### src/rtl/crcbe_pkg.sv
// Shared types, constants and bit-order helpers of the CRC byte engine.
package crcbe_pkg;

    localparam int CRC_W_MAX       = 64;
    localparam int CRC_W_MIN       = 8;
    localparam int CFG_IDX_W       = 3;
    localparam int QUEUE_DEPTH_DEF = 4;

    // Reset values of the configuration registers (standard CRC-32)
    localparam logic [6:0]  RST_WIDTH   = 7'd32;
    localparam logic [63:0] RST_POLY    = 64'h0000_0000_04C1_1DB7;
    localparam logic [63:0] RST_START   = 64'h0000_0000_FFFF_FFFF;
    localparam logic [63:0] RST_XOR     = 64'h0000_0000_FFFF_FFFF;
    localparam logic        RST_REF_IN  = 1'b1;
    localparam logic        RST_REF_OUT = 1'b1;
    // Alignment shift of the reset width (64 - 32)
    localparam logic [5:0]  RST_SHIFT   = 6'd32;

    // Configuration register indexes
    typedef enum logic [CFG_IDX_W-1:0] {
        REG_WIDTH   = 3'd0,
        REG_POLY    = 3'd1,
        REG_START   = 3'd2,
        REG_XOR     = 3'd3,
        REG_REF_IN  = 3'd4,
        REG_REF_OUT = 3'd5
    } t_reg_idx;

    // One queued word: message byte (already in processing bit order) and last mark
    typedef struct packed {
        logic [7:0] data;
        logic       last;
    } t_qword;

    // Settled configuration, CRC values kept left-aligned (top bit at 63)
    typedef struct packed {
        logic        busy;      // a register write has not settled yet
        logic [5:0]  shift;     // 64 - effective width
        logic [63:0] poly_al;   // polynomial, left-aligned
        logic [63:0] start_al;  // start value, left-aligned
        logic [63:0] xor_m;     // output xor, masked to width
        logic        ref_in;
        logic        ref_out;
    } t_cfg;

    function automatic logic [7:0] rev8(input logic [7:0] v);
        logic [7:0] r;
        for (int i = 0; i < 8; i++) begin
            r[i] = v[7-i];
        end
        return r;
    endfunction

    function automatic logic [63:0] rev64(input logic [63:0] v);
        logic [63:0] r;
        for (int i = 0; i < 64; i++) begin
            r[i] = v[63-i];
        end
        return r;
    endfunction

    // Width clamped into 8..64
    function automatic logic [6:0] eff_width(input logic [6:0] w);
        logic [6:0] r;
        if (w < 7'(CRC_W_MIN)) begin
            r = 7'(CRC_W_MIN);
        end else if (w > 7'(CRC_W_MAX)) begin
            r = 7'(CRC_W_MAX);
        end else begin
            r = w;
        end
        return r;
    endfunction

endpackage

### src/rtl/crcbe_queue.sv
// Small register queue between the front classifier and the CRC back end.
module crcbe_queue
    import crcbe_pkg::*;
#(
    parameter int DEPTH = QUEUE_DEPTH_DEF
) (
    input  logic   i_clk,
    input  logic   i_rst_n,
    input  logic   i_push,
    input  t_qword i_wdata,
    output logic   o_full,
    input  logic   i_pop,
    output logic   o_valid,
    output t_qword o_rdata
);

    localparam int PTR_W = (DEPTH > 1) ? $clog2(DEPTH) : 1;
    localparam int CNT_W = $clog2(DEPTH + 1);

    t_qword             r_mem [DEPTH];
    logic [PTR_W-1:0]   r_wr_ptr, n_wr_ptr;
    logic [PTR_W-1:0]   r_rd_ptr, n_rd_ptr;
    logic [CNT_W-1:0]   r_count,  n_count;

    assign o_full  = (r_count == CNT_W'(DEPTH));
    assign o_valid = (r_count != '0);
    assign o_rdata = r_mem[r_rd_ptr];

    // pointer wrap and fill count
    always_comb begin
        n_wr_ptr = r_wr_ptr;
        n_rd_ptr = r_rd_ptr;
        n_count  = r_count;
        if (i_push) begin
            n_wr_ptr = (r_wr_ptr == PTR_W'(DEPTH - 1)) ? '0 : r_wr_ptr + 1'b1;
        end
        if (i_pop) begin
            n_rd_ptr = (r_rd_ptr == PTR_W'(DEPTH - 1)) ? '0 : r_rd_ptr + 1'b1;
        end
        if (i_push && !i_pop) begin
            n_count = r_count + 1'b1;
        end else if (!i_push && i_pop) begin
            n_count = r_count - 1'b1;
        end
    end

    always_ff @(posedge i_clk) begin
        if (!i_rst_n) begin
            r_wr_ptr <= '0;
            r_rd_ptr <= '0;
            r_count  <= '0;
        end else begin
            r_wr_ptr <= n_wr_ptr;
            r_rd_ptr <= n_rd_ptr;
            r_count  <= n_count;
        end
    end

    // storage, no reset needed
    always_ff @(posedge i_clk) begin
        if (i_push) begin
            r_mem[r_wr_ptr] <= i_wdata;
        end
    end

endmodule

### src/rtl/crcbe_front.sv
// Input side: stream handshake, byte reflection and last-byte classification.
module crcbe_front
    import crcbe_pkg::*;
(
    input  logic       s_axis_tvalid,
    output logic       s_axis_tready,
    input  logic [7:0] s_axis_tdata,   // [7:0] data_byte
    input  logic       s_axis_tlast,   // last_byte
    input  logic       i_cfg_wr_en,
    input  t_cfg       i_cfg,
    input  logic       i_q_full,
    output logic       o_q_push,
    output t_qword     o_q_wdata
);

    // hold off input while the queue is full or a register write is landing
    assign s_axis_tready = !i_q_full && !i_cfg_wr_en && !i_cfg.busy;
    assign o_q_push      = s_axis_tvalid && s_axis_tready;

    // byte enters the register MSB-first, reversed first when asked
    always_comb begin
        o_q_wdata.data = i_cfg.ref_in ? rev8(s_axis_tdata) : s_axis_tdata;
        o_q_wdata.last = s_axis_tlast;
    end

endmodule

### src/rtl/crcbe_back.sv
// Back end: left-aligned CRC update (eight XOR steps per word) and result output.
module crcbe_back
    import crcbe_pkg::*;
(
    input  logic        i_clk,
    input  logic        i_rst_n,
    input  t_cfg        i_cfg,
    input  logic        i_q_valid,
    input  t_qword      i_q_rdata,
    output logic        o_q_pop,
    output logic        m_axis_tvalid,
    input  logic        m_axis_tready,
    output logic [63:0] m_axis_tdata    // [63:0] crc_value
);

    logic [63:0] r_crc, n_crc;         // running CRC, left-aligned
    logic [5:0]  r_al_shift;           // alignment the running CRC is held in
    logic        r_in_msg, n_in_msg;
    logic        r_fin_valid, n_fin_valid;
    logic [63:0] r_fin;
    logic        r_out_valid, n_out_valid;
    logic [63:0] r_out;

    logic        aligned;
    logic        fin_move, fin_acc, out_acc;
    logic [63:0] step_crc;
    logic [63:0] fmt;

    // output register and finish stage flow control
    assign out_acc  = !r_out_valid || m_axis_tready;
    assign fin_move = r_fin_valid && out_acc;
    assign fin_acc  = !r_fin_valid || fin_move;
    assign aligned  = (r_al_shift == i_cfg.shift);

    assign o_q_pop = i_q_valid && !i_cfg.busy && aligned && (!i_q_rdata.last || fin_acc);

    // eight MSB-first shift/XOR steps on the aligned register
    always_comb begin
        logic [63:0] a;
        logic        top;
        a = r_in_msg ? r_crc : i_cfg.start_al;
        for (int i = 7; i >= 0; i--) begin
            top = a[63] ^ i_q_rdata.data[i];
            a   = {a[62:0], 1'b0} ^ (top ? i_cfg.poly_al : 64'd0);
        end
        step_crc = a;
    end

    // finished CRC: reflect over width or bring down to bit 0, then xor
    assign fmt = (i_cfg.ref_out ? rev64(r_fin) : (r_fin >> i_cfg.shift)) ^ i_cfg.xor_m;

    // running state update; a width change realigns the held CRC first
    always_comb begin
        n_crc       = r_crc;
        n_in_msg    = r_in_msg;
        n_fin_valid = r_fin_valid;
        n_out_valid = r_out_valid;
        if (!aligned) begin
            n_crc = (r_crc >> r_al_shift) << i_cfg.shift;
        end else if (o_q_pop) begin
            n_crc    = step_crc;
            n_in_msg = !i_q_rdata.last;
        end
        if (fin_move) begin
            n_out_valid = 1'b1;
        end else if (m_axis_tready) begin
            n_out_valid = 1'b0;
        end
        if (o_q_pop && i_q_rdata.last) begin
            n_fin_valid = 1'b1;
        end else if (fin_move) begin
            n_fin_valid = 1'b0;
        end
    end

    always_ff @(posedge i_clk) begin
        if (!i_rst_n) begin
            r_al_shift  <= RST_SHIFT;
            r_in_msg    <= 1'b0;
            r_fin_valid <= 1'b0;
            r_out_valid <= 1'b0;
        end else begin
            r_al_shift  <= i_cfg.shift;
            r_in_msg    <= n_in_msg;
            r_fin_valid <= n_fin_valid;
            r_out_valid <= n_out_valid;
        end
    end

    // payload registers
    always_ff @(posedge i_clk) begin
        r_crc <= n_crc;
        if (o_q_pop && i_q_rdata.last) begin
            r_fin <= step_crc;
        end
        if (fin_move) begin
            r_out <= fmt;
        end
    end

    assign m_axis_tvalid = r_out_valid;
    assign m_axis_tdata  = r_out;

endmodule

### src/rtl/configurable_crc_byte_engine.sv
// Configurable CRC byte engine: one message byte per cycle when not held off, any CRC
// of 8 to 64 bits (polynomial, start value, output xor, input and output reflection
// set through the register port). Sustained rate is one byte per clock; the eight
// chained shift/XOR steps of the CRC update in the back end set that figure. A
// message's CRC passes through the finish register to the output register. The
// input holds off during a register write and in the cycle after it, and after a
// width change the back end realigns the running CRC before taking the next byte.
module configurable_crc_byte_engine
    import crcbe_pkg::*;
#(
    parameter int QUEUE_DEPTH = QUEUE_DEPTH_DEF
) (
    input  logic                 i_clk,
    input  logic                 i_rst_n,
    // input byte stream
    input  logic                 s_axis_tvalid,
    output logic                 s_axis_tready,
    input  logic [7:0]           s_axis_tdata,   // [7:0] data_byte
    input  logic                 s_axis_tlast,   // last_byte
    // CRC result stream
    output logic                 m_axis_tvalid,
    input  logic                 m_axis_tready,
    output logic [63:0]          m_axis_tdata,   // [63:0] crc_value
    // register write port
    input  logic                 i_cfg_wr_en,
    input  logic [CFG_IDX_W-1:0] i_cfg_idx,
    input  logic [63:0]          i_cfg_wdata
);

    logic [6:0]  r_width;
    logic [63:0] r_poly, r_start, r_xor;
    logic        r_ref_in, r_ref_out;
    t_cfg        r_cfg, n_cfg;

    logic        q_full, q_push, q_pop, q_valid;
    t_qword      q_wdata, q_rdata;

    // register writes
    always_ff @(posedge i_clk) begin
        if (!i_rst_n) begin
            r_width   <= RST_WIDTH;
            r_poly    <= RST_POLY;
            r_start   <= RST_START;
            r_xor     <= RST_XOR;
            r_ref_in  <= RST_REF_IN;
            r_ref_out <= RST_REF_OUT;
        end else if (i_cfg_wr_en) begin
            case (t_reg_idx'(i_cfg_idx))
                REG_WIDTH:   r_width   <= i_cfg_wdata[6:0];
                REG_POLY:    r_poly    <= i_cfg_wdata;
                REG_START:   r_start   <= i_cfg_wdata;
                REG_XOR:     r_xor     <= i_cfg_wdata;
                REG_REF_IN:  r_ref_in  <= i_cfg_wdata[0];
                REG_REF_OUT: r_ref_out <= i_cfg_wdata[0];
                default:     ;
            endcase
        end
    end

    // derived, left-aligned configuration, registered from the raw registers
    always_comb begin
        logic [6:0] w;
        logic [6:0] sh;
        w              = eff_width(r_width);
        sh             = 7'(CRC_W_MAX) - w;
        n_cfg.busy     = i_cfg_wr_en;
        n_cfg.shift    = sh[5:0];
        n_cfg.poly_al  = r_poly << sh[5:0];
        n_cfg.start_al = r_start << sh[5:0];
        n_cfg.xor_m    = r_xor & ({64{1'b1}} >> sh[5:0]);
        n_cfg.ref_in   = r_ref_in;
        n_cfg.ref_out  = r_ref_out;
    end

    always_ff @(posedge i_clk) begin
        if (!i_rst_n) begin
            r_cfg.busy     <= 1'b1;
            r_cfg.shift    <= RST_SHIFT;
            r_cfg.poly_al  <= RST_POLY << RST_SHIFT;
            r_cfg.start_al <= RST_START << RST_SHIFT;
            r_cfg.xor_m    <= RST_XOR;
            r_cfg.ref_in   <= RST_REF_IN;
            r_cfg.ref_out  <= RST_REF_OUT;
        end else begin
            r_cfg <= n_cfg;
        end
    end

    crcbe_front u_front (
        .s_axis_tvalid (s_axis_tvalid),
        .s_axis_tready (s_axis_tready),
        .s_axis_tdata  (s_axis_tdata),
        .s_axis_tlast  (s_axis_tlast),
        .i_cfg_wr_en   (i_cfg_wr_en),
        .i_cfg         (r_cfg),
        .i_q_full      (q_full),
        .o_q_push      (q_push),
        .o_q_wdata     (q_wdata)
    );

    crcbe_queue #(
        .DEPTH (QUEUE_DEPTH)
    ) u_queue (
        .i_clk   (i_clk),
        .i_rst_n (i_rst_n),
        .i_push  (q_push),
        .i_wdata (q_wdata),
        .o_full  (q_full),
        .i_pop   (q_pop),
        .o_valid (q_valid),
        .o_rdata (q_rdata)
    );

    crcbe_back u_back (
        .i_clk         (i_clk),
        .i_rst_n       (i_rst_n),
        .i_cfg         (r_cfg),
        .i_q_valid     (q_valid),
        .i_q_rdata     (q_rdata),
        .o_q_pop       (q_pop),
        .m_axis_tvalid (m_axis_tvalid),
        .m_axis_tready (m_axis_tready),
        .m_axis_tdata  (m_axis_tdata)
    );

endmodule

### config.mk
export PLATFORM = sky130hd
export DESIGN_NAME = configurable_crc_byte_engine
export DESIGN_NICKNAME = d
export VERILOG_FILES = /design/src/rtl/crcbe_pkg.sv /design/src/rtl/crcbe_queue.sv /design/src/rtl/crcbe_front.sv /design/src/rtl/crcbe_back.sv /design/src/rtl/configurable_crc_byte_engine.sv
export SDC_FILE = /design/constraint.sdc
export NUM_CORES = 2
export LEC_CHECK = 0
export ABC_AREA = 1
export BUFFER_PORTS_ARGS = -buffer_cell sky130_fd_sc_hd__buf_2
export CORE_MARGIN = 2
export CORE_UTILIZATION = 50
export CTS_BUF_LIST = sky130_fd_sc_hd__clkbuf_2
export DETAILED_ROUTE_END_ITERATION = 16
export HOLD_SLACK_MARGIN = 0.06
export PLACE_DENSITY = 0.69
export REMOVE_ABC_BUFFERS = 1
export SLEW_MARGIN = 20
export SYNTH_ARGS = -nofsm -noshare
export SYNTH_HDL_FRONTEND = slang
export SYNTH_SLANG_ARGS = --single-unit
### constraint.sdc
create_clock -name i_clk -period 5.1 [get_ports i_clk]
set_input_delay 0.255 -clock i_clk [delete_from_list [all_inputs] [get_ports i_clk]]
set_output_delay 0.255 -clock i_clk [all_outputs]
set_load 0.02 [all_outputs]
==> qor.csv <==
metric;value;unit
largest net degree at the start of global routing;176;
Post-synth top flop;dfxtp_1;
Lkg Pwr;25.2;nW
Bufs and invs on worst path;10;
total chip power;0.0283;W
largest family of logic cells by synthesized area;simple AND/OR/NAND/NOR gates;
Syn Area/Cell;6.32;sq um
row count;115;
Detail Route Antenna Nets;0;
worst r2r path cells;23;
Max Cap Viol;0;
Synth top area share;17.4;%
Reg power frac;25.1;%
Sw Share;51.4;%
post-route DRC violation count;0;
P&R area growth vs syn;12.7;%
router iterations before antenna repair;7;
Die Y;319;um
Worst R2R End;r_cfg[127];
Slew Limit Fails;0;
Overflow after GRT;0;
Critical Path AT;6.07;ns
Cell variety after synth;55;
clock share of power;13.9;%
number of synthesized flops with an enable pin;228;
Synth area leader;nand2_1;
CP startpoint;r_width[3];
most frequent cells in the layout;2290 x nand2_1, 1087 x o21ai_0, 639 x inv_1, 596 x nand3_1, 585 x nor2_1;
Internal;0.0138;W
sequential share of the synthesized area;30.7;%
HP Class;input pin to flip-flop;
CP dominant cell by count;inv_1;
max incr delay on CP;0.45;ns
Final nets;8182;
Compound-Gate Fraction of Synth Area;18.2;%
CP cell instances;nor2_1, inv_1, nor3_1, nand3_1, nand2_1, inv_1, nor3_2, clkinv_2, ha_2, inv_1, nor3_1, or2_2, nand2_4, inv_2, nor2_2, buf_4, clkinv_1, buf_4, nor2_1, inv_1, o2111ai_1, o21ai_0, inv_1;
final instance area;56000;sq um
R2R Path Start;r_width[3];
Rel. slew slack;10.5;%
Final Critical Period;4.70;ns
hpwl dp;181;mm
worst-margin pin slew;1.33;ns
clock skew;0.195;ns
Levels on crit path;23;
Max stage delay cell, worst path;inv_2;
via count;56200;
Port-buffer cells;146;
drt initial violations;7490;
later-pin clock latency in the skew report;1.57;ns
worst hold slack;0.189;ns
CP top delay family;simple AND/OR/NAND/NOR gates;
Syn. warnings;0;
mux cell area share after synthesis;2.70;%
Global Route Usage Sum;45.7;%
vias per std cell;5.91;
initial antenna violation count;8;
die area;102000;sq um
P per Cell Area;506;nW/um^2
number of global-route vias before repair;51200;
Setup crit start kind;flip-flop;
Mapped Area;49700;sq um
overall die width;319;um
NetSw;0.0146;W
Initial Util;50.5;%
Synth Instances;7857;
combinational power share;61.1;%
htree depth;4;
Synth area leaders;nand2_1 17%, dfxtp_1 17%, edfxtp_1 14%, o21ai_0 11%, nand3_1 6.0%;
crit share post-route;92.1;%
crit path to;r_cfg[127];
CP required;6.48;ns
CP Capture Type;flip-flop;
I/O pin cnt;147;
GP Congestion;1.07;
setup violators final;0;
outcome;completed;
Post-Synth Simple-Gate Area;30.6;%
post-DR wirelength/cell;25.2;um
Crit Path Class;flip-flop to flip-flop;
wirelength, routed;240;mm
Worst Path Max Fanout;40;
Worst VDD drop;411;uV
fmax;213;MHz
core area;98400;sq um
unrepaired setup endpoints after global routing;no;
layout cells sized above 1;10.3;%
Yosys reg bits;648;
first-pass GRT wire length;344;mm
root buffer cell;clkbuf_2;
CTS buffer count;161;
Post-Synth XOR/XNOR Area;7.60;%
CTS tree;done;
Post-Synth Adder-Cell Area;0.292;%
Hold Fails Final Rpt;0;
maximum clock insertion buffer count;3;
asr flop ratio synth;0;%
Cell Area, Placed;52400;sq um
commonest non-fill, non-tap cell in the layout;nand2_1;
Clock Sinks;648;
R2R Setup Slk;0.40;ns
Worst-path clk slew;0.12;ns
[worst min-delay path, delay by kind of cell]
family	cells	cell delay (ns)
buffers and inverters	3	1.25
AOI/OAI and AO/OA	1	0.12
and+or+nand+nor	1	0.09
[cell usage after synthesis (all sizes together) (2+ instances only)]
master,number
a211oi,2
mux2i,134
nand3b,3
o21ai,1096
a21oi,226
ha,10
nor2,598
o2bb2ai,2
a32oi,4
clkinv,20
xnor2,254
a22oi,50
inv,704
a31oi,52
or2,58
nor4,3
nand4,16
o22ai,91
and2,62
o21a,5
clkbuf,369
a22o,2
dfxtp,420
buf,173
a221oi,3
o31ai,8
xor2,175
nand3,598
nand2,2310
a32o,3
nor3,60
o221ai,12
o211ai,100
edfxtp,228
[registers in the layout, indices dropped and copies added, names as in the netlist, named ones only]
register / cells
u_back.r_fin_valid: 1
u_queue.r_mem: 36
u_back.r_crc: 64
r_poly: 64
r_ref_in: 1
u_back.r_al_shift: 6
r_cfg: 201
u_queue.r_count: 3
u_back.m_axis_tdata: 64
u_back.m_axis_tvalid: 1
u_back.r_fin: 64
r_xor: 64
u_queue.r_wr_ptr: 2
u_queue.r_rd_ptr: 2
r_width: 7
u_back.r_in_msg: 1
r_ref_out: 1
r_start: 64
[routing by layer]
metal	GRT usage (%)	vias to the layer above	part of all wire [%]
li1	-	26200	-
met1	56.0	25900	37
met2	68.9	3398	42
met3	9.81	765	10
met4	37.4	10	9.9
met5	0	-	0.033
[per-stage QoR]
stage	std cells	TNS, ns	worst slack, ns	util (%)
5_1_grt	9505	0	0.0124	56.9
2_1_floorplan	7315	-2645.51	-10.85	-
3_5_place_dp	9024	0	0.413	53.2
4_1_cts	9504	0	0.298	56.8
6_report	9506	0	0.404	56.9
3_3_place_gp	9024	0	0.545	53.2
[worst min path at each step]
stage | from | end | slack [ns] | cells past startpoint
after floorplan | i_rst_n | r_cfg[2] | 0.32 | 1
after global placement | r_xor[0] | r_cfg[2] | 0.40 | 2
after detailed placement | r_xor[0] | r_cfg[2] | 0.42 | 2
after CTS | i_cfg_wdata[39] | r_xor[39] | 0.06 | 5
after global routing | i_cfg_wdata[48] | r_poly[48] | 0.19 | 5
final | i_cfg_wdata[47] | r_poly[47] | 0.19 | 5
[layout make-up]
class	count	area (sq um)
antenna	2	5.00
clock buffer	218	1090
clock inverter	72	534
fill	9590	42500
inverter	724	2730
multi-input combinational	5943	29600
sequential	648	15300
tap	1287	1610
timing repair buffer	612	5110
[cell families after synthesis]
group,after synthesis
simple gates,3708
compound gates,1661
buf+inv,1266
flops,648
xor+xnor,429
mux,134
fa+ha+maj,11
[timing repair]
item / CTS / global route
endpoints found under the setup margin: 0 / 108
hold buffers: 190 / 0
resized for setup: 0 / 3
buffers inserted: 0 / 0
endpoints found under the hold margin: 504 / 0
[power by group through the flow]
stage | combinational, W | clock, W | sequential [W]
finish | 0.0173 | 0.00392 | 0.00710
global route | 0.0188 | 0.00418 | 0.00710
CTS | 0.0168 | 0.00388 | 0.00703
detailed placement | 0.0166 | 0 | 0.00715
global placement | 0.0165 | 0 | 0.00715
floorplan | 0.0110 | 0 | 0.00682
Power figures use the tool's default switching activity.
